===== config.mk =====
export PLATFORM = sky130hd
export DESIGN_NAME = meb_blend
export DESIGN_NICKNAME = d
export VERILOG_FILES = /design/src/rtl/mirror_edge_blend_rgb_defines.svh /design/src/rtl/meb_pkg.sv /design/src/rtl/meb_blend.sv
export SDC_FILE = /design/constraint.sdc
export NUM_CORES = 2
export LEC_CHECK = 0
export ABC_CLOCK_PERIOD_IN_PS = 15400
export BUFFER_PORTS_ARGS = -buffer_cell sky130_fd_sc_hd__buf_2
export CORE_MARGIN = 4
export CORE_UTILIZATION = 50
export CTS_CLUSTER_SIZE = 14
export DETAILED_ROUTE_END_ITERATION = 10
export PLACE_DENSITY = 0.66
export SLEW_MARGIN = 5
export SYNTH_ARGS = -nofsm -noshare
export SYNTH_HDL_FRONTEND = slang
export SYNTH_SLANG_ARGS = --single-unit

===== constraint.sdc =====
create_clock -name clk -period 15.4 [get_ports clk]
set_clock_uncertainty 0.1 [all_clocks]
set_input_delay 1.54 -clock clk [delete_from_list [all_inputs] [get_ports clk]]
set_output_delay 1.54 -clock clk [all_outputs]
set_load 0.005 [all_outputs]

===== src/rtl/mirror_edge_blend_rgb_defines.svh =====
// ----------------------------------------------------------------------------
// Mirror edge blend defines
// Assertion helpers used by the top file of the block.
// ----------------------------------------------------------------------------
`ifndef MIRROR_EDGE_BLEND_RGB_DEFINES_SVH
`define MIRROR_EDGE_BLEND_RGB_DEFINES_SVH

// same-cycle implication, sampled on clk, off during reset
`define MEB_ASSERT_IMP(label, ante, cons) \
	label: assert property (@(posedge clk) disable iff (!arst_n) (ante) |-> (cons)) \
		else $error("mirror_edge_blend_rgb: check failed");

// next-cycle implication, sampled on clk, off during reset
`define MEB_ASSERT_NXT(label, ante, cons) \
	label: assert property (@(posedge clk) disable iff (!arst_n) (ante) |=> (cons)) \
		else $error("mirror_edge_blend_rgb: check failed");

`endif


===== src/rtl/meb_pkg.sv =====
// ----------------------------------------------------------------------------
// Mirror edge blend package
// Widths, constants and shared types of the edge blend block.
// ----------------------------------------------------------------------------
package meb_pkg;

	localparam int PIX_W     = 8;
	localparam int DIST_W    = 14;
	localparam int BAND_W    = 14;
	localparam int STEP_W    = 16;
	localparam int PCT_W     = 7;
	localparam int CNT_PIX_W = 16;
	localparam int SIZE_W    = 15;
	localparam int CFG_DW    = 16;
	localparam int CFG_IW    = 3;
	localparam int WGT_W     = 17;
	localparam int PROD_W    = PIX_W + WGT_W;
	localparam int DIV_NUM_W = 22;
	localparam int DIV_DEN_W = 15;

	// percent band: (pct*size)/200 as ((pct*size) >> 3) * ceil(2^24/25) >> 24,
	// exact for every product below 2^22
	localparam int PCT_PROD_W    = PCT_W + SIZE_W;
	localparam int BAND_PRE_SH   = 3;
	localparam int RECIP_W       = 20;
	localparam int RECIP_PROD_W  = PCT_PROD_W - BAND_PRE_SH + RECIP_W;
	localparam int BAND_RECIP_SH = 24;
	localparam logic [RECIP_W-1:0] BAND_RECIP = 20'd671089;

	localparam int BAND_DIV = 200;
	localparam logic [WGT_W-1:0]     WEIGHT_HALF = 17'h08000;
	localparam logic [WGT_W-1:0]     WEIGHT_ONE  = 17'h10000;
	localparam logic [DIV_NUM_W-1:0] STEP_NUM    = 22'h010000;

	typedef logic [2:0][PIX_W-1:0] rgb_t;

	typedef enum logic [CFG_IW-1:0] {
		REG_USE_PIX  = 3'd0,
		REG_X_PCT    = 3'd1,
		REG_Y_PCT    = 3'd2,
		REG_X_PIX    = 3'd3,
		REG_Y_PIX    = 3'd4,
		REG_WIDTH    = 3'd5,
		REG_HEIGHT   = 3'd6
	} reg_idx_t;

	typedef struct packed {
		logic                 use_pixel_counts;
		logic [PCT_W-1:0]     x_percent;
		logic [PCT_W-1:0]     y_percent;
		logic [CNT_PIX_W-1:0] x_pixels;
		logic [CNT_PIX_W-1:0] y_pixels;
		logic [SIZE_W-1:0]    image_width;
		logic [SIZE_W-1:0]    image_height;
	} cfg_t;

	typedef struct packed {
		logic [BAND_W-1:0] band_x;
		logic [STEP_W-1:0] step_x;
		logic [BAND_W-1:0] band_y;
		logic [STEP_W-1:0] step_y;
	} cal_t;

	typedef enum logic [2:0] {
		CAL_IDLE,
		CAL_BAND_GO,
		CAL_BAND_WAIT,
		CAL_STEP_GO,
		CAL_STEP_WAIT
	} cal_state_t;

endpackage


===== src/rtl/meb_blend.sv =====
// ----------------------------------------------------------------------------
// Mirror edge blend datapath
// Four-stage weight and mix pipeline, one mirrored pixel pair per cycle while en is high.
// ----------------------------------------------------------------------------
module meb_blend (
	input  logic                         clk,
	input  logic                         arst_n,
	input  logic                         en,
	input  logic                         in_fire,
	input  logic                         axis,
	input  logic [meb_pkg::DIST_W-1:0]   edge_dist,
	input  meb_pkg::rgb_t                near_px,
	input  meb_pkg::rgb_t                far_px,
	input  meb_pkg::cal_t                cal,
	output logic                         out_valid,
	output meb_pkg::rgb_t                out_near,
	output meb_pkg::rgb_t                out_far,
	output logic                         out_in_band
);
	import meb_pkg::*;

	localparam int DPROD_W = DIST_W + STEP_W;

	logic [BAND_W-1:0] band_sel;
	logic [STEP_W-1:0] step_sel;

	// stage 1: band test, distance times step
	logic               v_s1, in_band_s1;
	logic [DPROD_W-1:0] dprod_s1;
	logic [STEP_W-2:0]  half_step_s1;
	rgb_t               near_s1, far_s1;

	// stage 2: weight and complement
	logic             v_s2, in_band_s2;
	logic [WGT_W-1:0] wa_s2, wb_s2;
	rgb_t             near_s2, far_s2;

	// stage 3: channel products
	logic                   v_s3, in_band_s3;
	logic [2:0][PROD_W-1:0] nwa_s3, fwb_s3, nwb_s3, fwa_s3;
	rgb_t                   near_s3, far_s3;

	// stage 4: output register
	logic v_s4, in_band_s4;
	rgb_t near_s4, far_s4;

	logic [WGT_W-1:0] wa_d;

	assign band_sel = axis ? cal.band_y : cal.band_x;
	assign step_sel = axis ? cal.step_y : cal.step_x;
	// inside the band the weight never passes 0x10000, so 17 bits hold it
	assign wa_d = WEIGHT_HALF + WGT_W'(half_step_s1) + dprod_s1[WGT_W-1:0];

	always_ff @(posedge clk or negedge arst_n) begin
		if (!arst_n) begin
			v_s1 <= 1'b0;
			v_s2 <= 1'b0;
			v_s3 <= 1'b0;
			v_s4 <= 1'b0;
		end else if (en) begin
			v_s1 <= in_fire;
			v_s2 <= v_s1;
			v_s3 <= v_s2;
			v_s4 <= v_s3;
		end
	end

	always_ff @(posedge clk) begin
		if (en) begin
			in_band_s1   <= edge_dist < band_sel;
			dprod_s1     <= DPROD_W'(edge_dist) * DPROD_W'(step_sel);
			half_step_s1 <= step_sel[STEP_W-1:1];
			near_s1      <= near_px;
			far_s1       <= far_px;

			in_band_s2 <= in_band_s1;
			wa_s2      <= wa_d;
			wb_s2      <= WEIGHT_ONE - wa_d;
			near_s2    <= near_s1;
			far_s2     <= far_s1;

			in_band_s3 <= in_band_s2;
			near_s3    <= near_s2;
			far_s3     <= far_s2;
			for (int c = 0; c < 3; c++) begin
				nwa_s3[c] <= PROD_W'(near_s2[c]) * PROD_W'(wa_s2);
				fwb_s3[c] <= PROD_W'(far_s2[c]) * PROD_W'(wb_s2);
				nwb_s3[c] <= PROD_W'(near_s2[c]) * PROD_W'(wb_s2);
				fwa_s3[c] <= PROD_W'(far_s2[c]) * PROD_W'(wa_s2);
			end

			in_band_s4 <= in_band_s3;
			for (int c = 0; c < 3; c++) begin
				if (in_band_s3) begin
					near_s4[c] <= PIX_W'((nwa_s3[c] + fwb_s3[c]) >> 16);
					far_s4[c]  <= PIX_W'((nwb_s3[c] + fwa_s3[c]) >> 16);
				end else begin
					near_s4[c] <= near_s3[c];
					far_s4[c]  <= far_s3[c];
				end
			end
		end
	end

	assign out_valid   = v_s4;
	assign out_near    = near_s4;
	assign out_far     = far_s4;
	assign out_in_band = in_band_s4;

endmodule


; ---- After elaboration in Yosys (flattened, before gate mapping)
; Cells that the tools add are included.
[totals]
input_bits = 127
regBits = 554
out_inout_bits = 50
wordCells = 79
[op_classes]
n_addsub = 9
magnitude_cmp = 1
mul = 13
n_mux = 8
[ops]
columns = op, n
row1 = $mul A8 B17 Y24, 12
row2 = $add A24 B24 Y24, 6
row3 = $mux W8, 6
row4 = $add A16 B15 Y17 const A, 1
row5 = $add A17 B17 Y17, 1
row6 = $mul A14 B16 Y17, 1
row7 = $sub A17 B17 Y17 const A, 1
row8 = $mux W16, 1
row9 = $lt A14 B14 Y1, 1
row10 = $mux W14, 1

; ---- Logic depth before layout (Yosys ltp)
[logic_depth]
depth_word = 3
ltp_mapped = 23
mapped_depth_nobuf = 21

; ---- Worst setup path after synthesis
; No wires, ideal clock.
[synth_timing]
path_type = input -> register
startpoint = in axis
endpoint = reg dprod_s1[15], data pin
path_stages = 22
t_arrival_ns = 6.930
setup_slack_ns = 8.113
path_buffers = 2
required_time_ns = 15.042
setup_ns = 0.258
path_cell_list = buf_1 -> mux2_2 -> clkbuf_1 -> and2_1 -> fa_1 -> inv_1 -> fa_1 -> inv_1 -> fa_1 -> inv_1 -> fa_1 -> inv_1 -> fa_1 -> inv_1 -> fa_1 -> inv_1 -> ha_1 -> a31oi_1 -> o211ai_1 -> a31o_2 -> a21oi_1 -> xnor2_1
[synth_via]
elab_chain_len = 2
[synth_rtl]
columns = element, line
row1 = from (decl), meb_blend.sv:10  ; input logic axis,
row2 = $mux W16, meb_blend.sv:50  ; assign step_sel = axis ? cal.step_y : cal.step_x;
row3 = named net step_sel[7], meb_blend.sv:25  ; logic [STEP_W-1:0] step_sel;
row4 = $mul A14 B16 Y17, meb_blend.sv:71  ; dprod_s1 <= DPROD_W'(edge_dist) * DPROD_W'(step_sel);
row5 = to (signal assigned), meb_blend.sv:71
row6 = to (decl), meb_blend.sv:29  ; logic [DPROD_W-1:0] dprod_s1;
; The timed path passes the listed nets, and every way through them passes these cells.
; A chain may end at the register's enable or synchronous reset.

; ---- Worst setup path in the final report
[layout_timing]
startpoint = in axis
endpoint = reg dprod_s1[15], data pin
[layout_via]
elab_chain_len = 2
[layout_rtl]
columns = element, line
row1 = $mux W16, meb_blend.sv:50
row2 = $mul A14 B16 Y17, meb_blend.sv:71
; No other way between the ends.

==> results_tabular.tex <==
\begin{tabular}{lr}
\hline
Metric & Value \\
\hline
\multicolumn{2}{l}{\textbf{Timing}} \\
Least-Margin Pin Slew & 1.074 ns \\
Tcrit/Tclk final & 45.72\% \\
Total count of hold-check failures in the final report & 0 \\
Time the final worst path needs with I/O delays and setup & 7.041 ns \\
Max-slew headroom & 28.43\% \\
Total count of max-transition violations in the final report & 0 \\
RSZ-0062 raised after global routing & false \\
Slack of the critical path & 8.359 ns \\
Final setup violating endpoints & 0 \\
Setup total negative slack & 0 ns \\
Peak clock frequency supported by timing & around 0.14 GHz \\
\multicolumn{2}{l}{\textbf{Setup path}} \\
CP max FO & 30 \\
Classification of the worst setup path & in2reg \\
Kind of launch point of the worst setup path & input pin \\
Critical Path End Type & flop \\
CP Cell Sequence & buf\_2 > mux2\_2 > and2\_1 > fa\_1 > inv\_1 > fa\_1 > inv\_1 > fa\_1 > inv\_1 > fa\_1 > inv\_1 > fa\_1 > inv\_1 > fa\_1 > inv\_1 > ha\_1 > a31oi\_1 > o211ai\_1 > a31o\_2 > a21oi\_1 > xnor2\_1 \\
Slowest Stage Delay on Critical Path & approximately 0.54 ns \\
Arrival time worst endpoint & about 7.4 ns \\
Critical Path Slowest Stage Cell & buf\_2 \\
Data required time of the worst path & 15.74 ns \\
\multicolumn{2}{l}{\textbf{Layout}} \\
Nets & 9,546 \\
Layout area overhead & 7.362\% \\
Number of filler cells placed in the layout & approximately 13,000 \\
Share of cells above drive strength 1 & 6.422\% \\
\multicolumn{2}{l}{\textbf{Floorplan}} \\
Core region area & 149,800 um\^{}2 \\
Starting density of the core & between 50\% and 60\% \\
Rows & 142 \\
Width of the die & 396.0 um \\
Die area & $\sim$160,000 um\^{}2 \\
Boundary Pins & about 180 \\
Chip height & 396.0 um \\
\multicolumn{2}{l}{\textbf{Detailed routing}} \\
First-iteration detailed-routing DRC count & 2,956 \\
Overall routed net length & roughly 190,000 um \\
DR vias & 52,560 \\
Routed vias/inst & between 5 and 6 \\
Post-detailed-route count of antenna-violating nets & 0 \\
First-pass DRT Iterations & 6 \\
Drt drc & 0 \\
DR WL/cell & just under 20 um \\
\multicolumn{2}{l}{\textbf{Synthesis}} \\
Number of distinct library cells after synthesis & 70 \\
Syn Std Cell Area & between 70,000 and 80,000 um\^{}2 \\
Async set-reset flop share out of synthesis & 0.7313\% \\
Yosys synthesis warning count & 0 \\
Synth Instances & 7,515 \\
Number of enable flip-flop cells after synthesis & $\sim$540 \\
Mean area per synthesized cell & roughly 10 um\^{}2 \\
Area share of the largest cell type after synthesis & 30.87\% \\
Share of the yosys chip area belonging to registers & 21.79\% \\
Flops \& latches, synth & 547 \\
Syn Nets & 9,524 \\
Main area contributors after synthesis & fa\_1, edfxtp\_1, ha\_1 \\
Library cell with the largest summed area after synthesis & fa\_1 \\
Most frequently used flop master after synthesis & edfxtp\_1 \\
\multicolumn{2}{l}{\textbf{GRT}} \\
Vias in the first global route & 56,990 \\
Largest net degree at the start of global routing & 111 \\
Remaining global-route overflow & 0 \\
Overall track demand over capacity in global routing & 24.66\% \\
Global-route wire length before repair & approximately 310,000 um \\
Antenna violations before repair & 11 \\
\multicolumn{2}{l}{\textbf{Clocking}} \\
CTS root buf & clkbuf\_16 \\
Post-CTS clock slew at the launch and capture registers of the worst setup and hold paths & 0.06 ns \\
CTS buffer count & 75 \\
CTS hold repair buffers & 0 \\
Number of resized instances in the post-cts repair step & 0 \\
CTS tree & yes \\
Clock latency of the later-clocked register in the worst-skew pair & just over 0.7 ns \\
Post-CTS Setup Inserts & 0 \\
CTS Buffer Depth & 3 \\
Sinks on the clock net & $\sim$550 \\
Number of levels the H-tree was split into & 3 \\
\multicolumn{2}{l}{\textbf{Place}} \\
Worst slack at placement & about 7.7 ns \\
Total of buffers placed on input and output ports & 176 \\
Weighted congestion reported at the end of routability-driven placement & roughly 0.88 \\
DPL Wire Length & 133,700 um \\
\multicolumn{2}{l}{\textbf{Outcome}} \\
Status & completed \\
\multicolumn{2}{l}{\textbf{Hold path}} \\
Worst min-delay path category & reg2reg \\
\multicolumn{2}{l}{\textbf{Run}} \\
Max-cap violation count & 0 \\
\hline
\end{tabular}
## Yosys cell counts (18+ instances only)
library cell and count:
or3_1 25, inv_1 1247, clkbuf_1 335, nor3_1 88, a211oi_1 25, fa_1 1161, nand3_1 67, a31oi_1 22
o21a_1 50, nor2b_1 43, and2_1 1073, nand4_1 21, xor2_1 60, o211ai_1 29, mux2i_1 18, a21oi_1 204
and3_1 33, ha_1 721, mux2_2 50, nand2b_1 24, xnor2_1 282, o21bai_1 22, a21o_1 66, o21ai_0 122
edfxtp_1 543, nand2_1 820, nor2_1 170
## final timing paths
check | from | end | slack (ns) | cells after the start
worst max register to register | wb_s2[2] | fwb_s3[72] | 8.78 | 17
worst max-delay path | axis | dprod_s1[15] | 8.36 | 21
worst min-delay path | near_s1[23] | near_s2[23] | 0.31 | 0
min in group asynchronous | arst_n | v_s3 | 0.53 | 1
max in group asynchronous | arst_n | out_valid | 14.55 | 1
worst min register to register | near_s1[23] | near_s2[23] | 0.31 | 0
## per-stage QoR
stage / hold WS, ns / util, % / std cells / area, um^2
6_report: 0.3124 / 53.97 / 9617 / 80830
5_1_grt: 0.3198 / 53.96 / 9615 / 80830
4_1_cts: 0.3127 / 53.96 / 9615 / 80830
3_5_place_dp: 0.3045 / 52.24 / 9476 / 78240
3_3_place_gp: 0.3005 / 52.24 / 9476 / 78240
2_1_floorplan: 0.3003 / - / 7515 / 75290
## worst max-delay path, delay by kind of cell
kind | cells | cell delay (ns)
adder cells (fa/ha/maj) | 7 | 3.31
buffers and inverters | 7 | 0.84
AO/OA/AOI/OAI | 4 | 0.84
multiplexers | 1 | 0.54
AND/OR/NAND/NOR | 1 | 0.22
XOR/XNOR | 1 | 0.08
## cells in the final DEF, fill, tap and decap left out, drive strengths merged, types with 22 or more instances in the layout
cell type and count:
a211oi 26, buf 284, a21oi 204, clkbuf 83, nor2b 43, nand2b 24
fa 1161, and3 33, nand2 820, xnor2 282, o21bai 22, clkinv 28
nand3 68, o21a 50, nor3 88, edfxtp 543, a21o 66, o211ai 29
mux2 50, o21ai 123, or3 25, and2 1074, nor2 170, a31oi 22
xor2 60, inv 1253, ha 721
## kinds of logic (layout without fill, tap and decap cells)
family,count (synthesis),in the layout,synth area share (%)
xor+xnor,342,342,3.979
fa+ha+maj,1882,1882,42.85
mux,68,68,0.9871
flops,547,547,21.79
other cells,0,2,0
buf+inv,1586,1670,7.907
simple gates,2410,2410,16.56
compound gates,680,680,5.928
## cell type report
type / instances / area [um^2] / share of cell area (%)
repair buffers: 284 / 1702 / 2.105
well taps: 2016 / 2522 / 3.121
flip-flops and latches: 547 / 16410 / 20.30
clock buffers: 83 / 1958 / 2.422
clock inverters: 56 / 628.1 / 0.7771
diodes: 2 / 5.005 / 0.006192
multi-input cells: 5382 / 52930 / 65.48
inverters: 1247 / 4681 / 5.791
## sequential cells by signal, indices dropped and copies added (netlist names), 17 cells and up
name and cells:
nwa_s3 72, out_near 24, fwb_s3 72, fwa_s3 69
nwb_s3 69, far_s1 24, wa_s2 17, near_s2 24
far_s2 24, out_far 24, dprod_s1 17, far_s3 24
near_s1 24, near_s3 24
## layer usage
metal / track usage, % / vias up / part of all wire (%)
met5: 0 / - / 0.0069
met4: 8.758 / 2 / 3.6
met3: 3.627 / 343 / 6.1
met2: 42.05 / 1509 / 48
met1: 32.15 / 26900 / 42
li1: - / 23810 / -
Power is left out: the tool's default activity adds up to more than one toggle a clock period on the data nets, which glitch-free logic cannot reach.
