===== config.mk =====
export PLATFORM = sky130hd
export DESIGN_NAME = meb_cal
export DESIGN_NICKNAME = d
export VERILOG_FILES = /design/src/rtl/mirror_edge_blend_rgb_defines.svh /design/src/rtl/meb_pkg.sv /design/src/rtl/meb_div.sv /design/src/rtl/meb_cal.sv
export SDC_FILE = /design/constraint.sdc
export NUM_CORES = 1
export LEC_CHECK = 0
export BUFFER_PORTS_ARGS = -buffer_cell sky130_fd_sc_hd__buf_2
export CAP_MARGIN = 40
export CORE_MARGIN = 2
export CORE_UTILIZATION = 25
export DETAILED_ROUTE_END_ITERATION = 10
export GPL_TIMING_DRIVEN = 0
export HOLD_SLACK_MARGIN = 0.15
export PLACE_DENSITY_LB_ADDON = 0.12
export SLEW_MARGIN = 20
export SYNTH_ARGS = -nofsm -noshare
export SYNTH_HDL_FRONTEND = slang
export SYNTH_SLANG_ARGS = --single-unit
export TNS_END_PERCENT = 10

===== constraint.sdc =====
create_clock -name clk -period 22.9 [get_ports clk]
set_clock_uncertainty 0.1 [all_clocks]
set_input_delay 4.58 -clock clk [delete_from_list [all_inputs] [get_ports clk]]
set_output_delay 4.58 -clock clk [all_outputs]
set_load 0.02 [all_outputs]

===== src/rtl/mirror_edge_blend_rgb_defines.svh =====
// ----------------------------------------------------------------------------
// Mirror edge blend defines
// Assertion helpers used by the top file of the block.
// ----------------------------------------------------------------------------
`ifndef MIRROR_EDGE_BLEND_RGB_DEFINES_SVH
`define MIRROR_EDGE_BLEND_RGB_DEFINES_SVH

// same-cycle implication, sampled on clk, off during reset
`define MEB_ASSERT_IMP(label, ante, cons) \
	label: assert property (@(posedge clk) disable iff (!arst_n) (ante) |-> (cons)) \
		else $error("mirror_edge_blend_rgb: check failed");

// next-cycle implication, sampled on clk, off during reset
`define MEB_ASSERT_NXT(label, ante, cons) \
	label: assert property (@(posedge clk) disable iff (!arst_n) (ante) |=> (cons)) \
		else $error("mirror_edge_blend_rgb: check failed");

`endif


===== src/rtl/meb_pkg.sv =====
// ----------------------------------------------------------------------------
// Mirror edge blend package
// Widths, constants and shared types of the edge blend block.
// ----------------------------------------------------------------------------
package meb_pkg;

	localparam int PIX_W     = 8;
	localparam int DIST_W    = 14;
	localparam int BAND_W    = 14;
	localparam int STEP_W    = 16;
	localparam int PCT_W     = 7;
	localparam int CNT_PIX_W = 16;
	localparam int SIZE_W    = 15;
	localparam int CFG_DW    = 16;
	localparam int CFG_IW    = 3;
	localparam int WGT_W     = 17;
	localparam int PROD_W    = PIX_W + WGT_W;
	localparam int DIV_NUM_W = 22;
	localparam int DIV_DEN_W = 15;

	// percent band: (pct*size)/200 as ((pct*size) >> 3) * ceil(2^24/25) >> 24,
	// exact for every product below 2^22
	localparam int PCT_PROD_W    = PCT_W + SIZE_W;
	localparam int BAND_PRE_SH   = 3;
	localparam int RECIP_W       = 20;
	localparam int RECIP_PROD_W  = PCT_PROD_W - BAND_PRE_SH + RECIP_W;
	localparam int BAND_RECIP_SH = 24;
	localparam logic [RECIP_W-1:0] BAND_RECIP = 20'd671089;

	localparam int BAND_DIV = 200;
	localparam logic [WGT_W-1:0]     WEIGHT_HALF = 17'h08000;
	localparam logic [WGT_W-1:0]     WEIGHT_ONE  = 17'h10000;
	localparam logic [DIV_NUM_W-1:0] STEP_NUM    = 22'h010000;

	typedef logic [2:0][PIX_W-1:0] rgb_t;

	typedef enum logic [CFG_IW-1:0] {
		REG_USE_PIX  = 3'd0,
		REG_X_PCT    = 3'd1,
		REG_Y_PCT    = 3'd2,
		REG_X_PIX    = 3'd3,
		REG_Y_PIX    = 3'd4,
		REG_WIDTH    = 3'd5,
		REG_HEIGHT   = 3'd6
	} reg_idx_t;

	typedef struct packed {
		logic                 use_pixel_counts;
		logic [PCT_W-1:0]     x_percent;
		logic [PCT_W-1:0]     y_percent;
		logic [CNT_PIX_W-1:0] x_pixels;
		logic [CNT_PIX_W-1:0] y_pixels;
		logic [SIZE_W-1:0]    image_width;
		logic [SIZE_W-1:0]    image_height;
	} cfg_t;

	typedef struct packed {
		logic [BAND_W-1:0] band_x;
		logic [STEP_W-1:0] step_x;
		logic [BAND_W-1:0] band_y;
		logic [STEP_W-1:0] step_y;
	} cal_t;

	typedef enum logic [2:0] {
		CAL_IDLE,
		CAL_BAND_GO,
		CAL_BAND_WAIT,
		CAL_STEP_GO,
		CAL_STEP_WAIT
	} cal_state_t;

endpackage


===== src/rtl/meb_div.sv =====
// ----------------------------------------------------------------------------
// Mirror edge blend divider
// Restoring unsigned divider, one quotient bit per cycle.
// ----------------------------------------------------------------------------
module meb_div (
	input  logic                           clk,
	input  logic                           arst_n,
	input  logic                           start,
	input  logic [meb_pkg::DIV_NUM_W-1:0]  num,
	input  logic [meb_pkg::DIV_DEN_W-1:0]  den,
	output logic                           done,
	output logic [meb_pkg::DIV_NUM_W-1:0]  quot
);
	import meb_pkg::*;

	localparam int CNT_W = $clog2(DIV_NUM_W);

	logic                 busy_q;
	logic                 done_q;
	logic [CNT_W-1:0]     cnt_q;
	logic [DIV_NUM_W-1:0] num_q;
	logic [DIV_DEN_W-1:0] rem_q;
	logic [DIV_DEN_W-1:0] den_q;
	logic [DIV_DEN_W:0]   trial;
	logic                 take;

	assign trial = {rem_q, num_q[DIV_NUM_W-1]};
	assign take  = trial >= {1'b0, den_q};

	always_ff @(posedge clk or negedge arst_n) begin
		if (!arst_n) begin
			busy_q <= 1'b0;
			done_q <= 1'b0;
			cnt_q  <= '0;
		end else begin
			done_q <= 1'b0;
			if (start) begin
				busy_q <= 1'b1;
				cnt_q  <= CNT_W'(DIV_NUM_W - 1);
			end else if (busy_q) begin
				cnt_q <= cnt_q - 1'b1;
				if (cnt_q == '0) begin
					busy_q <= 1'b0;
					done_q <= 1'b1;
				end
			end
		end
	end

	// numerator register shifts out dividend bits, shifts in quotient bits
	always_ff @(posedge clk) begin
		if (start) begin
			num_q <= num;
			den_q <= den;
			rem_q <= '0;
		end else if (busy_q) begin
			num_q <= {num_q[DIV_NUM_W-2:0], take};
			rem_q <= take ? DIV_DEN_W'(trial - {1'b0, den_q}) : trial[DIV_DEN_W-1:0];
		end
	end

	assign done = done_q;
	assign quot = num_q;

endmodule


===== src/rtl/meb_cal.sv =====
// ----------------------------------------------------------------------------
// Mirror edge blend calibration
// Recomputes band widths and weight steps of both axes after config writes.
// ----------------------------------------------------------------------------
module meb_cal (
	input  logic          clk,
	input  logic          arst_n,
	input  logic          cfg_write,
	input  meb_pkg::cfg_t cfg,
	output meb_pkg::cal_t cal,
	output logic          idle
);
	import meb_pkg::*;

	cal_state_t state_q, state_d;
	logic       axis_q;
	logic       dirty_q;

	logic [BAND_W-1:0] band_x_q, band_y_q;
	logic [STEP_W-1:0] step_x_q, step_y_q;

	logic                 div_start;
	logic [DIV_NUM_W-1:0] div_num;
	logic [DIV_DEN_W-1:0] div_den;
	logic                 div_done;
	logic [DIV_NUM_W-1:0] div_quot;

	logic [PCT_W-1:0]                  pct;
	logic [CNT_PIX_W-1:0]              pix;
	logic [SIZE_W-1:0]                 size;
	logic [BAND_W-1:0]                 half;
	logic [BAND_W-1:0]                 band_cur;
	logic [BAND_W-1:0]                 band_clip;
	logic [PCT_PROD_W-1:0]             pct_prod_q;
	logic [PCT_PROD_W-BAND_PRE_SH-1:0] pct_eighth;
	logic [RECIP_PROD_W-1:0]           recip_prod;
	logic [CNT_PIX_W-1:0]              band_raw;
	logic                              band_we;
	logic                              step_we;

	meb_div u_div (
		.clk   (clk),
		.arst_n(arst_n),
		.start (div_start),
		.num   (div_num),
		.den   (div_den),
		.done  (div_done),
		.quot  (div_quot)
	);

	always_comb begin
		pct        = axis_q ? cfg.y_percent : cfg.x_percent;
		pix        = axis_q ? cfg.y_pixels : cfg.x_pixels;
		size       = axis_q ? cfg.image_height : cfg.image_width;
		half       = size[SIZE_W-1:1];
		band_cur   = axis_q ? band_y_q : band_x_q;
		// divide by 200 as a shift by 3 and a reciprocal multiply for 25
		pct_eighth = pct_prod_q[PCT_PROD_W-1:BAND_PRE_SH];
		recip_prod = RECIP_PROD_W'(pct_eighth) * RECIP_PROD_W'(BAND_RECIP);
		band_raw   = cfg.use_pixel_counts ? pix
			: CNT_PIX_W'(recip_prod >> BAND_RECIP_SH);
		band_clip  = (band_raw > CNT_PIX_W'(half)) ? half : band_raw[BAND_W-1:0];
	end

	always_comb begin
		state_d   = state_q;
		div_start = 1'b0;
		div_num   = STEP_NUM;
		div_den   = {band_cur, 1'b1};
		band_we   = 1'b0;
		step_we   = 1'b0;
		case (state_q)
			CAL_IDLE: begin
				if (dirty_q) begin
					state_d = CAL_BAND_GO;
				end
			end
			CAL_BAND_GO: begin
				// percent times size is registered here
				state_d = CAL_BAND_WAIT;
			end
			CAL_BAND_WAIT: begin
				band_we = 1'b1;
				state_d = CAL_STEP_GO;
			end
			CAL_STEP_GO: begin
				div_start = 1'b1;
				state_d   = CAL_STEP_WAIT;
			end
			CAL_STEP_WAIT: begin
				if (div_done) begin
					step_we = 1'b1;
					state_d = axis_q ? CAL_IDLE : CAL_BAND_GO;
				end
			end
			default: state_d = CAL_IDLE;
		endcase
	end

	always_ff @(posedge clk or negedge arst_n) begin
		if (!arst_n) begin
			state_q    <= CAL_IDLE;
			axis_q     <= 1'b0;
			dirty_q    <= 1'b0;
			band_x_q   <= '0;
			band_y_q   <= '0;
			step_x_q   <= '0;
			step_y_q   <= '0;
			pct_prod_q <= '0;
		end else begin
			state_q <= state_d;
			// a write during a pass forces another full pass
			if (cfg_write) begin
				dirty_q <= 1'b1;
			end else if (state_q == CAL_IDLE && dirty_q) begin
				dirty_q <= 1'b0;
			end
			if (state_q == CAL_IDLE) begin
				axis_q <= 1'b0;
			end else if (step_we) begin
				axis_q <= 1'b1;
			end
			if (state_q == CAL_BAND_GO) begin
				pct_prod_q <= PCT_PROD_W'(pct) * PCT_PROD_W'(size);
			end
			if (band_we && !axis_q) band_x_q <= band_clip;
			if (band_we && axis_q)  band_y_q <= band_clip;
			if (step_we && !axis_q) step_x_q <= div_quot[STEP_W-1:0];
			if (step_we && axis_q)  step_y_q <= div_quot[STEP_W-1:0];
		end
	end

	assign cal.band_x = band_x_q;
	assign cal.step_x = step_x_q;
	assign cal.band_y = band_y_q;
	assign cal.step_y = step_y_q;
	assign idle       = (state_q == CAL_IDLE) && !dirty_q;

endmodule


# After elaboration in Yosys (flattened, before gate mapping)
# Index checks and enable logic that the tools add are counted.
[word_totals]
input_bits = 80
output_inout_bits = 61
mem_bits_rw = 0
word_cells = 67
latchBits = 0
memories = 0
rom_bits = 0
regBits = 145
[classes]
muxes = 27
order_cmp = 2
addsub = 2
n_eq_ne = 6
div = 0
shifts = 0
n_mul = 2
bitwise = 0
n_reduce_logical = 14
[ops]
columns = ["operator", "count"]
rows = [
  ["$mul 19x20->39 const B", 1],
  ["$mux 16", 2],
  ["$mux 15", 2],
  ["$mux 14", 2],
  ["$mul 7x15->22", 1],
  ["$ge 16x15->1", 1],
  ["$gt 16x14->1", 1],
  ["$mux 1", 15],
  ["$pmux 3 s5", 1],
  ["$sub 15x15->15", 1],
  ["$mux 5", 2],
  ["$mux 7", 1],
  ["$eq 3x2->1 const B", 2],
  ["$logic_and 1x1->1", 6],
  ["$mux 3", 2],
  ["$reduce_bool 2->1", 3],
  ["$logic_not 5->1", 1],
  ["$sub 5x1->5 const B", 1],
  ["$eq 3x1->1 const B", 1],
  ["$eq 3x3->1 const B", 1],
  ["$logic_not 3->1", 1],
  ["$logic_not 1->1", 2],
  ["$ne 2x1->1 const B", 1],
  ["$ne 2x2->1 const B", 1],
  ["$reduce_and 2->1", 1],
]

# Logic depth before layout (Yosys ltp)
# Gate-level depths: netlist of run 1.
[logic_depth]
ltp_word = 4
ltp_mapped = 31
ltp_nobuf = 30

# By module
# Synthesis of run 1 repeated with hierarchy kept, for this count alone.
[unflattened]
hier_cells = 1720
area_unflattened_um2 = 16991.3
[modules_own_cells]
columns = ["module", "cells_per_inst", "area_each_um2", "instances", "seq_area_each_um2"]
rows = [
  ["meb_cal", 1428, 13822.0, 1, 2102.0],
  ["meb_div", 292, 3169.3, 1, 1586.5],
]

# Least setup slack after synthesis of run 1
# Ideal clock, no wire load.
[synth_path]
kind = "input to register"
startpoint = "input port cfg[68] in the netlist's numbering"
endpoint = "register pct_prod_q[20]"
slack_ps = 13401
n_path_buf = 1
required_time_ps = 22680
arrival_ps = 9279
path_stages = 18
setup_time_ps = 120
path_cell_list = "mux2_2 clkbuf_1 nand2_1 fa_1 inv_1 fa_1 fa_1 fa_1 ha_1 a21o_1 a21oi_1 o211ai_1 a31oi_1 o21ai_1 a2111oi_0 o41ai_1 or2_1 a31o_1"
[synth_between]
elab_chain_cells = 2
[synth_rtl]
columns = ["element", "line_no", "source"]
rows = [
  ["from (decl)", "meb_cal.sv:9", "input meb_pkg::cfg_t cfg,"],
  ["$mux 7", "meb_cal.sv:52", "pct = axis_q ? cfg.y_percent : cfg.x_percent;"],
  ["$mul 7x15->22", "meb_cal.sv:124", "pct_prod_q <= PCT_PROD_W'(pct) * PCT_PROD_W'(size);"],
  ["to (signal assigned)", "meb_cal.sv:124", ""],
  ["to (decl)", "meb_cal.sv:34", "logic [PCT_PROD_W-1:0] pct_prod_q;"],
]
# No other way between the ends.
# A chain may end at the register's enable or synchronous reset.

# Worst setup path in the final report of run 1
[layout_path]
startpoint = "input port cfg[70] in the netlist's numbering"
endpoint = "register pct_prod_q[20]"
# The elaborated chain is that of the path after synthesis.

==> impl_metrics.tcl, run 1 <==
set metrics [dict create \
    cpMostUsedCell "fa_1" \
    syn_area_per_cell_um2 9.526 \
    preCtsSetupSlack_ps 12430 \
    min_period_over_period_pct 43.98 \
    synth-compound-area-share_pct 10.88 \
    ys_ff_latch 142 \
    synth_xor_area_share_pct 1.924 \
    finalSetupTns_ps 0 \
    yosys_warnings 0 \
    grt_use_total_pct 15.74 \
    path_buf_inv 3 \
    multiInputGateArea_um2 11950 \
    syn2layout_area_growth_pct 14.89 \
    grt_max_degree 58 \
    holdCritPathClass "flip-flop to flip-flop" \
    fin_crit_ps 10070 \
    grt_pass1_wl_mm 82.62 \
    cts-buffers-inserted 17 \
    hold_viol_final 0 \
    syn_nets 2269 \
    fp.dieW_um 263.5 \
    nFillCells 7148 \
    yosys.area_share.simple_pct 10.38 \
    initial_core_util_pct 25.17 \
    grt_pass1_vias 13509 \
    yosysSeqAreaShare_pct 20.42 \
    critical_path_class "primary input to flip-flop" \
    ys_types 71 \
    slew_headroom_pct 42.75 \
    crit_slowest_cell "fa_1" \
    cts_buffer_depth 2 \
    clkTransAtPathRegs_ps 70 \
    synth_top_family_by_area "adder cells" \
    cts_setup_buffers 0 \
    synth-async-reset-ratio_pct 64.08 \
    postCtsHoldBufs 0 \
    ios 141 \
    first_iter_violations 713 \
    cts-root-buf "clkbuf_16" \
    cts_tree "done" \
    drt_first_pass_iters 5 \
    cap_violations 0 \
    cp.required_ps 23130 \
    port_buffers 140 \
    dpl.hpwl_mm 44.91 \
    rsz0062_at_grt "false" \
    synth_fa_ha_area_share_pct 39.75 \
    gp_congestion 0.8220 \
    worst_setup_path_start_kind "primary input" \
    timing.hold.ws_ps 378.0 \
    antenna_cells 0 \
    synth_cells 1768 \
    die_area_um2 69460 \
    drive_gt1_share_pct 14.12 \
    cts-resized-gates 0 \
    max_freq_mhz 99.30 \
    slew_violations 0 \
    synthFlopType "dfrtp_1" \
    cpLargestDelayFamily "adder cells" \
    num_vias 12896 \
    cp-end-kind "flip-flop" \
    synth.area.mux_share_pct 8.009 \
    setup_viol 0 \
    slowest_delay_ps 530 \
    path_cells "buf_2 > nor2b_1 > a21o_1 > clkbuf_1 > nand2_1 > fa_1 > inv_1 > fa_1 > fa_1 > fa_1 > ha_1 > a21o_1 > a21oi_1 > o211ai_1 > a31oi_1 > o21ai_1 > a2111oi_0 > o41ai_1 > or2_1 > a31o_1" \
    cts_sinks 142 \
    antenna_found_initial 1 \
    die_h_um 263.5 \
    fin_ws_ps 12830 \
    insertion_delay_ps 440 \
    via_per_inst 4.571 \
    cp_max_fo 10 \
    final_nets 2436 \
    worst_pin_slew_ps 858.8 \
    synth_area_um2 16840 \
    status "completed" \
    routedWlPerCell_um 18.91 \
    cts_max_level 4 \
    grt-ovfl-total 0 \
    ant_nets 0 \
    drc 0 \
    drt-total-wl_mm 53.34 \
    synth_edf_count 14 \
    coreArea_um2 66920 \
    std_cell_rows 95 \
    cp.arrival_ps 10310 \
    regArea_um2 3438 \
]
-- stage by stage --
step                instances  cell area [um2]  utilization (%)
finish                   2821            19350            28.91
global route             2821            19350            28.91
CTS                      2820            19340            28.90
detailed placement       2788            18730            27.99
global placement         2781            18630            27.85
floorplan                1768            16840                -
-- registers in the layout, summed over array words and instances, names as in the netlist --
| signal | count |
|---|---|
| axis_q | 1 |
| u_div.cnt_q | 5 |
| band_y_q | 14 |
| step_y_q | 16 |
| u_div.done | 1 |
| u_div.den_q | 14 |
| u_div.busy_q | 1 |
| u_div.quot | 22 |
| band_x_q | 14 |
| step_x_q | 16 |
| state_q | 3 |
| pct_prod_q | 19 |
| dirty_q | 1 |
| u_div.rem_q | 15 |
-- kinds of logic (layout without fill, tap and decap cells) --
logic type | after synthesis | in the layout
fa+ha+maj | 421 | 421
buf+inv | 378 | 558
simple gates | 376 | 376
compound gates | 288 | 288
flops | 142 | 142
mux | 126 | 126
xor+xnor | 37 | 37
-- worst reg2reg max path, delay by kind of cell (launching register included) --
| kind | cells | cell delay [ps] |
|---|---|---|
| multiplexers | 1 | 350 |
| adder cells (fa/ha/maj) | 8 | 3910 |
| AND/OR/NAND/NOR | 8 | 1770 |
| AO/OA/AOI/OAI | 5 | 1630 |
| flip-flops | 1 | 900 |
| buffers and inverters | 5 | 640 |
-- final timing paths --
check,cells after the start,from,endpoint,slack (ps)
min,2,u_div.quot[16],u_div.quot[16],380
max reg2reg,27,pct_prod_q[11],band_y_q[7],13470
min in group asynchronous,1,arst_n,step_y_q[3],3940
max in group asynchronous,2,arst_n,pct_prod_q[18],18120
min reg2reg,2,u_div.quot[16],u_div.quot[16],380
max,20,cfg[70],pct_prod_q[20],12830
-- synthesized netlist by cell type, types with 11 or more instances --
| cell type | number | area share (%) |
|---|---|---|
| nor3_1 | 23 | 0.68 |
| a21o_1 | 21 | 0.94 |
| a21oi_1 | 74 | 2.2 |
| ha_1 | 231 | 17 |
| mux2_2 | 70 | 4.7 |
| o21ai_1 | 39 | 1.2 |
| dfrtp_1 | 91 | 14 |
| o21a_1 | 14 | 0.62 |
| nand2b_1 | 16 | 0.59 |
| edfxtp_1 | 14 | 2.5 |
| xnor2_1 | 22 | 1.1 |
| nor2_1 | 69 | 1.5 |
| mux2i_1 | 56 | 3.3 |
| nand2_1 | 166 | 3.7 |
| and2_1 | 16 | 0.59 |
| fa_1 | 190 | 23 |
| o211ai_1 | 12 | 0.53 |
| inv_1 | 328 | 7.3 |
| a211oi_1 | 11 | 0.49 |
| o21ai_0 | 52 | 1.5 |
| dfxtp_1 | 37 | 4.4 |
| nand3_1 | 21 | 0.62 |
| clkbuf_1 | 39 | 0.87 |
| nand4_1 | 13 | 0.48 |
| nor2b_1 | 11 | 0.41 |
| xor2_1 | 15 | 0.78 |
-- metal layers --
layer | vias up | track usage [%] | share of wire (%) | wire [um]
li1 | 6196 | - | - | -
met1 | 6462 | 22.98 | 50 | 26930
met2 | 208 | 25.31 | 45 | 24200
met3 | 30 | 1.712 | 2.9 | 1563
met4 | 0 | 2.641 | 1.2 | 657
met5 | - | 0 | 0 | 0
-- cells in the final DEF (no fill, tap or decap), types with 4 or more instances in the layout --
cell       Yosys  layout
a211o_1        6       6
a211oi_1      11      11
a21o_1        21      21
a21oi_1       74      74
a31oi_1        7       7
and2_1        16      16
and3_1         6       6
buf_1          5       4
buf_2          2     143
buf_6          3       9
clkbuf_1      39      38
clkbuf_16      0      18
dfrtp_1       91      91
dfxtp_1       37      37
edfxtp_1      14      14
fa_1         190     190
ha_1         231     231
inv_1        328     328
inv_6          0       5
mux2_2        70      70
mux2i_1       56      56
nand2_1      166     166
nand2b_1      16      16
nand3_1       21      21
nand3b_1       6       6
nand4_1       13      13
nor2_1        69      69
nor2b_1       11      11
nor3_1        23      23
nor3b_1        5       5
nor4_1         4       4
o211ai_1      12      12
o21a_1        14      14
o21ai_0       52      52
o21ai_1       39      39
o21bai_1       6       6
o31ai_1        9       9
or3_1          8       8
xnor2_1       22      22
xor2_1        15      15
-- layout make-up --
class                      count  share of cell area (%)
clock inverter                11                  0.6079
sequential                   142                   17.77
buffer                        50                   1.170
tap                          873                   5.645
multi-input combinational   1248                   61.75
inverter                     328                   6.363
clock buffer                  21                   2.541
timing repair buffer         148                   4.152
Power of run 1 is left out: the tool's default activity adds up to more than one toggle a clock period on the data nets, which glitch-free logic cannot reach.
==> inputs of run 2 (changes only) <==
ABC_AREA = 1   (was not set)
clock period = 9.6 ns   (was 22.9 ns; I/O delays follow)
==> run 2 against run 1 <==
Effect of this change:
- area after synthesis up 3.8%
- via count up 13%
- hold slack worse by 16 ps
- critical endpoint is now band_y_q[11]
==> impl_metrics.tcl, run 2 <==
set metrics [dict create \
    status "completed" \
    cp-end-kind "flip-flop" \
    synth.area.top_cells "fa_1 (22%), ha_1 (17%), dfrtp_1 (13%), nand2_1 (10%), inv_1 (10%)" \
    worst_setup_path_start_kind "flip-flop" \
    gp_congestion 0.8650 \
    yosys_warnings 0 \
    synth.area.mux_share_pct 2.061 \
    cp_max_fo 10 \
    cap_violations 0 \
    max_freq_mhz 126.6 \
    routedWlPerCell_um 17.05 \
    cts_max_level 4 \
    cp.arrival_ps 8120 \
    cp.required_ps 9820 \
    ys_ff_latch 142 \
    hold_path_depth 2 \
    drt-total-wl_mm 56.53 \
    fp.dieW_um 268.5 \
    ys_types 55 \
    synth_xor_area_share_pct 1.202 \
    cts_buffer_depth 2 \
    num_vias 14585 \
    synth-async-reset-ratio_pct 64.08 \
    regArea_um2 3438 \
    syn_area_per_cell_um2 7.962 \
    holdCritPathClass "flip-flop to flip-flop" \
    syn2layout_area_growth_pct 14.60 \
    multiInputGateArea_um2 12070 \
    grt_use_total_pct 15.93 \
    insertion_delay_ps 440 \
    yosysSeqAreaShare_pct 19.66 \
    final_nets 2872 \
    grt-ovfl-total 0 \
    synth_area_um2 17490 \
    r2r_end "band_y_q[11]" \
    grt_pass1_wl_mm 87.06 \
    dpl.hpwl_mm 48.29 \
    yosys.area_share.simple_pct 19.91 \
    initial_core_util_pct 25.36 \
    r2r-start "pct_prod_q[11]" \
    gr-usage-met3_pct 1.808 \
    busiest_layer "met2" \
    gr-usage-met1_pct 23.44 \
    first_iter_violations 779 \
    die_area_um2 72070 \
    nFillCells 7554 \
    drive_gt1_share_pct 11.62 \
    slowest_delay_ps 790 \
    grt_max_degree 75 \
    ios 141 \
    grt_pass1_vias 14930 \
    min_period_over_period_pct 82.30 \
    ff2ff_path_depth 35 \
    ys_top_cells_by_count "nand2_1 (481), inv_1 (479), ha_1 (231), fa_1 (190), nor2_1 (126)" \
    antenna_found_initial 1 \
    slew_headroom_pct 44.12 \
    syn_nets 2697 \
    rsz0062_at_grt "false" \
    via_per_inst 4.400 \
    critical_path_class "flip-flop to flip-flop" \
    antenna_cells 0 \
    setup_viol 0 \
    slew_violations 0 \
    cts-resized-gates 0 \
    synthFlopType "dfrtp_1" \
    yosysMostFrequentCell "nand2_1" \
    drt_first_pass_iters 5 \
    min_to "u_div.quot[21]" \
    worst_pin_slew_ps 832.5 \
    cpMostUsedCell "nand2_1" \
    mostFrequentLayoutCells "nand2_1 (481), inv_1 (479), ha_1 (231)" \
    finalSetupTns_ps 0 \
    final_common_cell "nand2_1" \
    largest_reg_flops 22 \
    cts_sinks 142 \
    cts-root-buf "clkbuf_16" \
    coreArea_um2 68950 \
    ant_nets 0 \
    synth_edf_count 14 \
    ff2ff_setup_slack_ps 1700 \
    synth_fa_ha_area_share_pct 38.28 \
    std_cell_rows 96 \
    cts_tree "done" \
    port_buffers 140 \
    synth_top_area_share_pct 21.75 \
    drc 0 \
    synth_cells 2196 \
    synth_top_family_by_area "adder cells" \
    synth-compound-area-share_pct 7.528 \
    cts_setup_buffers 0 \
    die_h_um 268.5 \
    cts-buffers-inserted 17 \
    fin_crit_ps 7901 \
    yosys.area.top_type "fa_1" \
    worstHoldStart "u_div.quot[20]" \
    hold_viol_final 0 \
    clkTransAtPathRegs_ps 70 \
    crit_slowest_cell "dfrtp_1" \
    postCtsHoldBufs 0 \
    use_met2_pct 25.71 \
]
run 2: changes by cell type in the layout (fill, tap and decap cells not counted), sizes merged, moves of 12 or more:
| cell | previous run | this run |
|---|---|---|
| nand2 | 166 | 497 |
| inv | 335 | 482 |
| nand3 | 21 | 123 |
| nor2 | 69 | 129 |
| mux2i | 56 | 0 |
| mux2 | 70 | 32 |
| or2 | 5 | 26 |
| a22oi | 2 | 20 |
| a21o | 21 | 5 |
| nand2b | 16 | 0 |
| and2 | 16 | 1 |
| o21a | 14 | 1 |
| a21oi | 75 | 87 |
run 2: metal layers:
metal	wire length [um]	up-vias
li1	-	7217
met1	28610	7116
met2	25670	237
met3	1949	15
met4	302	0
met5	0	-
run 2: worst max-delay path by stage:
| stage | startpoint | end | slack, ps |
|---|---|---|---|
| 6_report | pct_prod_q[11] | band_y_q[11] | 1700 |
| 5_1_grt | pct_prod_q[11] | band_y_q[11] | 1170 |
| 4_1_cts | pct_prod_q[11] | band_y_q[11] | 1650 |
| 3_5_place_dp | pct_prod_q[11] | band_y_q[13] | 1680 |
| 3_3_place_gp | pct_prod_q[18] | band_y_q[13] | 1660 |
| 2_1_floorplan | pct_prod_q[16] | band_y_q[6] | 2850 |
run 2: cells by family after synthesis:
kind of cell	after synthesis
xor gates and xnor gates	24
adders and majority gates	421
DFF	142
buffers and inverters	522
muxes	32
and+or+nand+nor	820
AOI/OAI and AO/OA	235
run 2: cell type report:
type	count	area share [%]
Clock buffer	21	2.198
Clock inverter	11	0.4683
Inverter	482	9.029
Timing Repair Buffer	156	4.227
Sequential cell	142	17.16
Buffer	40	0.8804
Tap cell	931	5.813
Multi-Input combinational cell	1532	60.22
run 2: through the flow:
| stage | area, um2 | instances | util [%] | setup slack [ps] | hold slack [ps] |
|---|---|---|---|---|---|
| 4_1_cts | 19990 | 3309 | 29.00 | 1652 | 366.5 |
| 5_1_grt | 20040 | 3315 | 29.06 | 1168 | 401.7 |
| 6_report | 20040 | 3315 | 29.06 | 1699 | 362.4 |
| 2_1_floorplan | 17490 | 2196 | - | 2852 | 331.4 |
| 3_3_place_gp | 19350 | 3267 | 28.07 | 1661 | 341.7 |
| 3_5_place_dp | 19460 | 3277 | 28.22 | 1681 | 347.2 |
run 2: critical path: cells and delay by family (launching register included):
kind                       cells  cell delay (ps)
adders and majority gates      8             3800
and+or+nand+nor               17             1560
DFF                            1              790
AOI/OAI and AO/OA              3              770
buffers and inverters          7              750
Power of run 2 is left out for the same reason.
